--- config.mk ---
export PLATFORM = sky130hd
export DESIGN_NAME = hltd_front_flat
export DESIGN_NICKNAME = d
export VERILOG_FILES = /design/src/design/hltd_pkg.sv /design/src/design/hltd_if.sv /design/src/design/hltd_front.sv /design/src/flat_wrapper.sv
export SDC_FILE = /design/constraint.sdc
export NUM_CORES = 1
export LEC_CHECK = 0
export BUFFER_PORTS_ARGS = -buffer_cell sky130_fd_sc_hd__clkbuf_2
export CAP_MARGIN = 20
export CORE_MARGIN = 5
export CORE_UTILIZATION = 49
export DETAILED_ROUTE_END_ITERATION = 16
export PLACE_DENSITY = 0.88
export SLEW_MARGIN = 20
export SYNTH_ARGS = -nofsm -noshare
export SYNTH_HDL_FRONTEND = slang
export SYNTH_SLANG_ARGS = --single-unit
--- constraint.sdc ---
create_clock -name clk -period 1.9 [get_ports clk]
set_input_delay 0.38 -clock clk [delete_from_list [all_inputs] [get_ports clk]]
set_output_delay 0.38 -clock clk [all_outputs]
set_load 0.01 [all_outputs]
--- src/design/hltd_pkg.sv ---
// shared types and constants for the header/length/tail deframer
`default_nettype none
package hltd_pkg;

    localparam int FUNC_W  = 2;
    localparam int BYTE_W  = 8;
    localparam int LEN_W   = 9;
    localparam int FW_W    = 5;
    localparam int CFG_IDX_W = 1;

    localparam logic [BYTE_W-1:0] SYNC_RESET = 8'h5a;
    localparam logic [BYTE_W-1:0] TAIL_RESET = 8'ha5;

    // header needs more than this many bytes before the count byte is used
    localparam int MIN_AVAIL = 10;
    localparam int LEN_BASE  = 9;

    localparam logic [FUNC_W-1:0] FUNC_PUSH  = 2'd0;
    localparam logic [FUNC_W-1:0] FUNC_PULL  = 2'd1;
    localparam logic [FUNC_W-1:0] FUNC_CLEAR = 2'd2;

    localparam logic [CFG_IDX_W-1:0] REG_SYNC = 1'd0;
    localparam logic [CFG_IDX_W-1:0] REG_TAIL = 1'd1;

    typedef enum logic [1:0] {
        OP_PUSH,
        OP_PULL,
        OP_CLEAR,
        OP_NOP
    } op_t;

    typedef struct packed {
        op_t               op;
        logic [BYTE_W-1:0] data;
    } cmd_t;

    typedef enum logic [3:0] {
        ST_IDLE,
        ST_SCAN_RD,
        ST_SCAN_CMP,
        ST_CHECK,
        ST_COUNT,
        ST_TAIL1,
        ST_TAIL2,
        ST_QCHK,
        ST_COPY_RD,
        ST_COPY_WR,
        ST_PULL_WAIT,
        ST_DONE
    } bk_state_t;

endpackage
`default_nettype wire

--- src/design/hltd_if.sv ---
// channel interfaces: command input, result output, register write
`default_nettype none
interface hltd_in_if;
    logic                      valid;
    logic                      ready;
    logic [hltd_pkg::FUNC_W-1:0] func;
    logic [hltd_pkg::BYTE_W-1:0] rx_byte;
    modport source (output valid, func, rx_byte, input ready);
    modport sink (input valid, func, rx_byte, output ready);
endinterface

`default_nettype wire

--- src/design/hltd_front.sv ---
// front end: accepts commands, decodes the function code, two-entry queue
`default_nettype none
module hltd_front (
    input  wire logic           clk,
    input  wire logic           rst_n,
    hltd_in_if.sink             in_ch,
    output logic                cmd_valid,
    input  wire logic           cmd_ready,
    output hltd_pkg::cmd_t      cmd
);
    import hltd_pkg::*;

    cmd_t        q_reg [2];
    logic        wr_ptr_reg;
    logic        rd_ptr_reg;
    logic [1:0]  cnt_reg;
    logic        push_in;
    logic        pop_out;
    op_t         op_dec;

    always_comb
    begin
        unique case (in_ch.func)
            FUNC_PUSH:  op_dec = OP_PUSH;
            FUNC_PULL:  op_dec = OP_PULL;
            FUNC_CLEAR: op_dec = OP_CLEAR;
            default:    op_dec = OP_NOP;
        endcase
    end

    assign in_ch.ready = (cnt_reg != 2'd2);
    assign push_in     = in_ch.valid && in_ch.ready;
    assign cmd_valid   = (cnt_reg != 2'd0);
    assign pop_out     = cmd_valid && cmd_ready;
    assign cmd         = q_reg[rd_ptr_reg];

    always_ff @(posedge clk)
    begin
        if (push_in)
        begin
            q_reg[wr_ptr_reg] <= '{op: op_dec, data: in_ch.rx_byte};
        end
    end

    always_ff @(posedge clk or negedge rst_n)
    begin
        if (!rst_n)
        begin
            wr_ptr_reg <= 1'b0;
            rd_ptr_reg <= 1'b0;
            cnt_reg    <= 2'd0;
        end
        else
        begin
            if (push_in)
            begin
                wr_ptr_reg <= ~wr_ptr_reg;
            end
            if (pop_out)
            begin
                rd_ptr_reg <= ~rd_ptr_reg;
            end
            if (push_in && !pop_out)
            begin
                cnt_reg <= cnt_reg + 2'd1;
            end
            else if (pop_out && !push_in)
            begin
                cnt_reg <= cnt_reg - 2'd1;
            end
        end
    end

endmodule
`default_nettype wire

--- src/flat_wrapper.sv ---
// flat-port wrapper written by rule: the top's interface ports become plain ports
module hltd_front_flat import hltd_pkg::*;
  (clk, rst_n, cmd_valid, cmd_ready, cmd, in_ch_valid, in_ch_func, in_ch_rx_byte, in_ch_ready);
  hltd_in_if in_ch_i ();
  input  wire logic clk;
  input  wire logic rst_n;
  output logic cmd_valid;
  input  wire logic cmd_ready;
  output hltd_pkg::cmd_t cmd;
  input wire logic [$bits(in_ch_i.valid)-1:0] in_ch_valid;
  input wire logic [$bits(in_ch_i.func)-1:0] in_ch_func;
  input wire logic [$bits(in_ch_i.rx_byte)-1:0] in_ch_rx_byte;
  output wire logic [$bits(in_ch_i.ready)-1:0] in_ch_ready;
  assign in_ch_i.valid = in_ch_valid;
  assign in_ch_i.func = in_ch_func;
  assign in_ch_i.rx_byte = in_ch_rx_byte;
  assign in_ch_ready = in_ch_i.ready;
  hltd_front u_core (.clk(clk), .rst_n(rst_n), .in_ch(in_ch_i), .cmd_valid(cmd_valid), .cmd_ready(cmd_ready), .cmd(cmd));
endmodule
* Word level (Yosys, flattened, before mapping)
Memories as Yosys holds them, arrays and structs flattened.
Cells that the tools add are included.
** Cells by class
- Bitwise operators :: 2
- Reductions and logical operators :: 9
- Add/sub/neg operators :: 2
- Mux-type cells :: 5
- Equal/unequal tests :: 3
** Operators by type and width (number)
- one-hot mux 2 bit (3 select lines) :: 1
- logical AND 1 bit :: 4
- two-way mux 2 bit :: 2
- nonzero test 2 bit :: 2
- adder 2 x 1 -> 2 bit, second input constant :: 1
- equality test 2 x 1 -> 1 bit, second input constant :: 1
- equality test 2 bit, second input constant :: 1
- zero test 1 bit :: 2
- zero test 2 bit :: 1
- two-way mux 1 bit :: 2
- != test 2 bit, second input constant :: 1
- NOT 1 bit :: 2
- subtractor 2 x 1 -> 2 bit, second input constant :: 1
** Word-level totals
- Logic and storage cells :: 25
- Memories :: 1
- Memory bits (writable) :: 20
- Output and inout port bits :: 12
- Input port bits :: 14
- Flip-flop bits (word level) :: 4
** Memories
- u_core.q_reg :: depth 2, bits a word 10, read ports 1, clocked after memory_dff 0, write ports 1, line hltd_front.sv:13 : cmd_t q_reg [2];

* Depth between registers and ports, before layout
- Depth after elaboration :: 6
- Gate-level depth with buffers :: 7
- Depth with buffers taken out :: 7

* Worst setup path before layout
No wires, ideal clock.
- Path type :: register to register
- Start :: register u_core.cnt_reg[0]
- End :: memory u_core.q_reg[0][0] (netlist name) (enable)
- Stages on the path, launching flop included :: 4
- Data arrival time :: 1.098 ns
- Clock period less this slack :: 1.475 ns
- Required time :: 1.524 ns
- Library setup time :: 0.376 ns
- Slack :: 0.425 ns
- Path buffers :: 0
- Cells stage by stage :: dfrtp_1 nand2b_4 nand2_1 nor2_1
** Between the ends
- Cells in the longest elaborated chain, start to end :: 4
** Ends and longest elaborated chain
- start: declaration :: line hltd_front.sv:16 : logic [1:0] cnt_reg;
- start signal: assignment :: line hltd_front.sv:65 : cnt_reg <= cnt_reg + 2'd1;
- start signal: assignment :: line hltd_front.sv:69 : cnt_reg <= cnt_reg - 2'd1;
- != test 2 bit :: line hltd_front.sv:31 : assign in_ch.ready = (cnt_reg != 2'd2);
- named net in_ch_ready :: line flat_wrapper.sv:13 : output wire logic [$bits(in_ch_i.ready)-1:0] in_ch_ready;
- logical AND 1 bit :: line hltd_front.sv:32 : assign push_in = in_ch.valid && in_ch.ready;
- two-way mux 1 bit :: line hltd_front.sv:39 : if (push_in)
- two-way mux 1 bit (not written as such) :: line hltd_front.sv:41 : q_reg[wr_ptr_reg] <= '{op: op_dec, data: in_ch.rx_byte};
- end: declaration :: line hltd_front.sv:13
The timed path passes the listed nets, and every way through them passes these cells.

==> out/results.tsv <==
stage	metric	value	unit
floorplan	die width	53.8	µm
worst_setup_path	critical path required time	1.52	ns
global_route	first-pass GRT wire length	2.09	mm
floorplan	die area	0.00289	mm²
timing	fin worst setup slack	0.177	ns
synthesis	Post-Syn Area	940	µm²
timing	final setup vio count	0	
final_layout	sequential cell area	702	µm²
worst_setup_path	CP Cell Sequence	mux2_2, clkbuf_2	
timing	Pins Over Slew Limit	0	
cts	Clock Pin Slew Worst Setup and Hold Paths	0.12	ns
placed_design	dpl ws	0.380	ns
cts	CTS max path bufs	2	
timing	Layout Skew	0.00572	ns
drt	DRC Markers	0	
drt	DRT Pass-1 Iters	2	
worst_setup_path	Largest delay share family, worst path	flip-flops	
worst_setup_path	Setup crit start	u_core.rd_ptr_reg	
synthesis	Synth Warn #	0	
power_and_ir_drop	Max VDD drop	822	µV
synthesis	post-synth top area share	63.9	%
min_path	Hold Crit Class	in2reg	
worst_setup_path	crit path DAT	1.34	ns
timing	fin crit share	90.7	%
drt	WL final	1.35	mm
final_layout	area grow syn2layout	21.7	%
worst_setup_path	Slowest cell on crit path	dfrtp_2	
drt	total number of vias	488	
cts	CTS Sinks	24	
drt	Via density	4.65	
power_and_ir_drop	Leak	0.470	nW
synthesis	Syn Nets	66	
min_path	Hold Path Depth	1	
power_and_ir_drop	Power Density	1450	mW/mm²
global_route	via count of the first global-routing pass	505	
synthesis	Synth area leaders	edfxtp_1 64%, mux2_2 12%, dfrtp_1 11%	
worst_setup_path	CP Class	reg2out	
final_layout	ANT cells	0	
timing	f_max	580	MHz
global_route	largest net degree at the start of global routing	14	
worst_setup_path	Worst R2R Path Depth	6	
placed_design	Port Buffers	25	
cts	CTS tree	done	
cts	root buf cell	clkbuf_4	
drt	post-detailed-route wirelength per cell	12.9	µm
final_layout	final net count	96	
floorplan	IO Pins	26	
floorplan	starting density of the core	52.7	%
min_path	Hold Crit Start	in_ch_rx_byte[4]	
cts	H-tree depth	1	
timing	setup tns final	0	ns
cts	Clk Latency, worst-skew pair	0.30	ns
floorplan	core region area	0.00178	mm²
placed_design	post-DP HPWL	1.05	mm
timing	setup repair after global routing missed its margin	false	
worst_setup_path	largest stage delay on the critical path	0.53	ns
synthesis	post-synth top area cell	edfxtp_1	
global_route	total grt overflow	0	
timing	Final min period	1.72	ns
worst_setup_path	R2R Path Start	u_core.cnt_reg[0]	
floorplan	Rows	15	
synthesis	Gate Count Post-Synth	51	
final_layout	commonest cells after routing, fill and taps aside	25 x clkbuf_2, 20 x edfxtp_1, 10 x mux2_2	
drt	Detail Route Antenna Nets	0	
final_layout	most common cell after layout, fill and taps aside	clkbuf_2	
synthesis	flop and latch count out of synthesis	24	
timing	relative slew slack	69.7	%
synthesis	distinct cell type count after synthesis	15	
worst_setup_path	crit path max fanout	11	
timing	Hold Fails Final Rpt	0	
final_layout	share of layout cells above drive strength 1	56.3	%
final_layout	multi-input logic area	220	µm²
worst_setup_path	Worst Setup End Kind	output port	
power_and_ir_drop	Power, Total	1.66	mW
floorplan	die height	53.8	µm
worst_setup_path	cell depth of the worst setup path	2	
global_route	Total GRT Usage	10.8	%
final_layout	max FFs per register	20	
job	MaxCap Viol Count	0	
worst_setup_path	Critical Path Start Type	register	
worst_setup_path	Buf/Inv on CP	1	
drt	DRT iter0 DRCs	4	
worst_setup_path	R2R setup slack	0.45	ns
final_layout	fill cell count	135	
cts	cts bufs inserted	3	
timing	Least-Margin Pin Slew	0.455	ns
synthesis	Mean Syn Cell Area	18.4	µm²
placed_design	Cells after DPL	100	
global_route	initial antenna violation count	0	
synthesis	sequential share of the synthesized area	74.6	%
final_layout	final cell count without fillers	105	
placed_design	GP Congestion	0.690	
cts	# Post-CTS Setup Buffers	0	
run_status	status	completed	
==> where the power goes <==
group	leakage (nW)	switching (mW)	internal, mW	total, mW
registers	0.231	0.102	0.734	0.836
clock network	0.0210	0.132	0.117	0.249
logic	0.218	0.263	0.308	0.571
==> metal layers <==
metal  track usage (%)  vias up  part of all wire [%]
met4              6.38        0                     0
met5                 0        -                     0
met3              3.32        0                   6.5
met2              18.1       16                    52
met1              11.8      228                    41
li1                  -      244                     -
==> worst register-to-register path, stage by stage, from the launching register on <==
cell and delay (ns):
dfrtp_1 0.44, nand2b_4 0.16, nand2_1 0.12, inv_1 0.06
ha_1 0.30, nor2_1 0.14, xor2_1 0.16
==> logic make-up (layout without fill, tap and decap cells) <==
logic type	after synthesis	after routing	synth area share [%]
multiplexers	10	10	12.0
AND/OR/NAND/NOR	7	7	5.46
flip-flops	24	24	74.6
XOR/XNOR	5	5	4.66
adder cells (fa/ha/maj)	1	1	1.33
buffers and inverters	4	33	2.00
==> layout make-up <==
cell class	count	share of cell area, %
Timing Repair Buffer	28	13.1
Inverter	1	0.328
Tap cell	25	2.74
Sequential cell	24	61.4
Multi-Input combinational cell	23	19.3
Clock buffer	4	3.17
==> synthesized netlist by cell type <==
cell and count:
inv_1 1, ha_1 1, xnor2_1 3, edfxtp_1 20, nand2b_4 1, nand2_1 1, dfrtp_1 4, nor2_1 2
mux2_2 10, or2_4 1, xor2_1 2, nand2_4 1, clkbuf_1 2, buf_4 1, and3_1 1
==> repair_timing <==
item,CTS,global route
resized for setup,0,1
setup endpoints to repair,0,10
endpoints found under the hold margin,4,0
hold buffers,1,0
==> metrics by stage <==
stage	util [%]	hold slack [ns]	cell area [µm²]
floorplan	-	0.0844	940
global placement	61.5	0.191	1100
detailed placement	61.5	0.196	1100
CTS	64.1	0.250	1140
global route	64.1	0.227	1140
finish	64.1	0.264	1140
==> worst paths after layout <==
path	to
setup / recovery	cmd[9]
hold / removal	u_core.q_reg[0][4]
setup reg to reg	u_core.cnt_reg[1]
hold reg to reg	u_core.wr_ptr_reg
max in group asynchronous	u_core.rd_ptr_reg
min in group asynchronous	u_core.wr_ptr_reg
(Power assumes the default switching activity.)
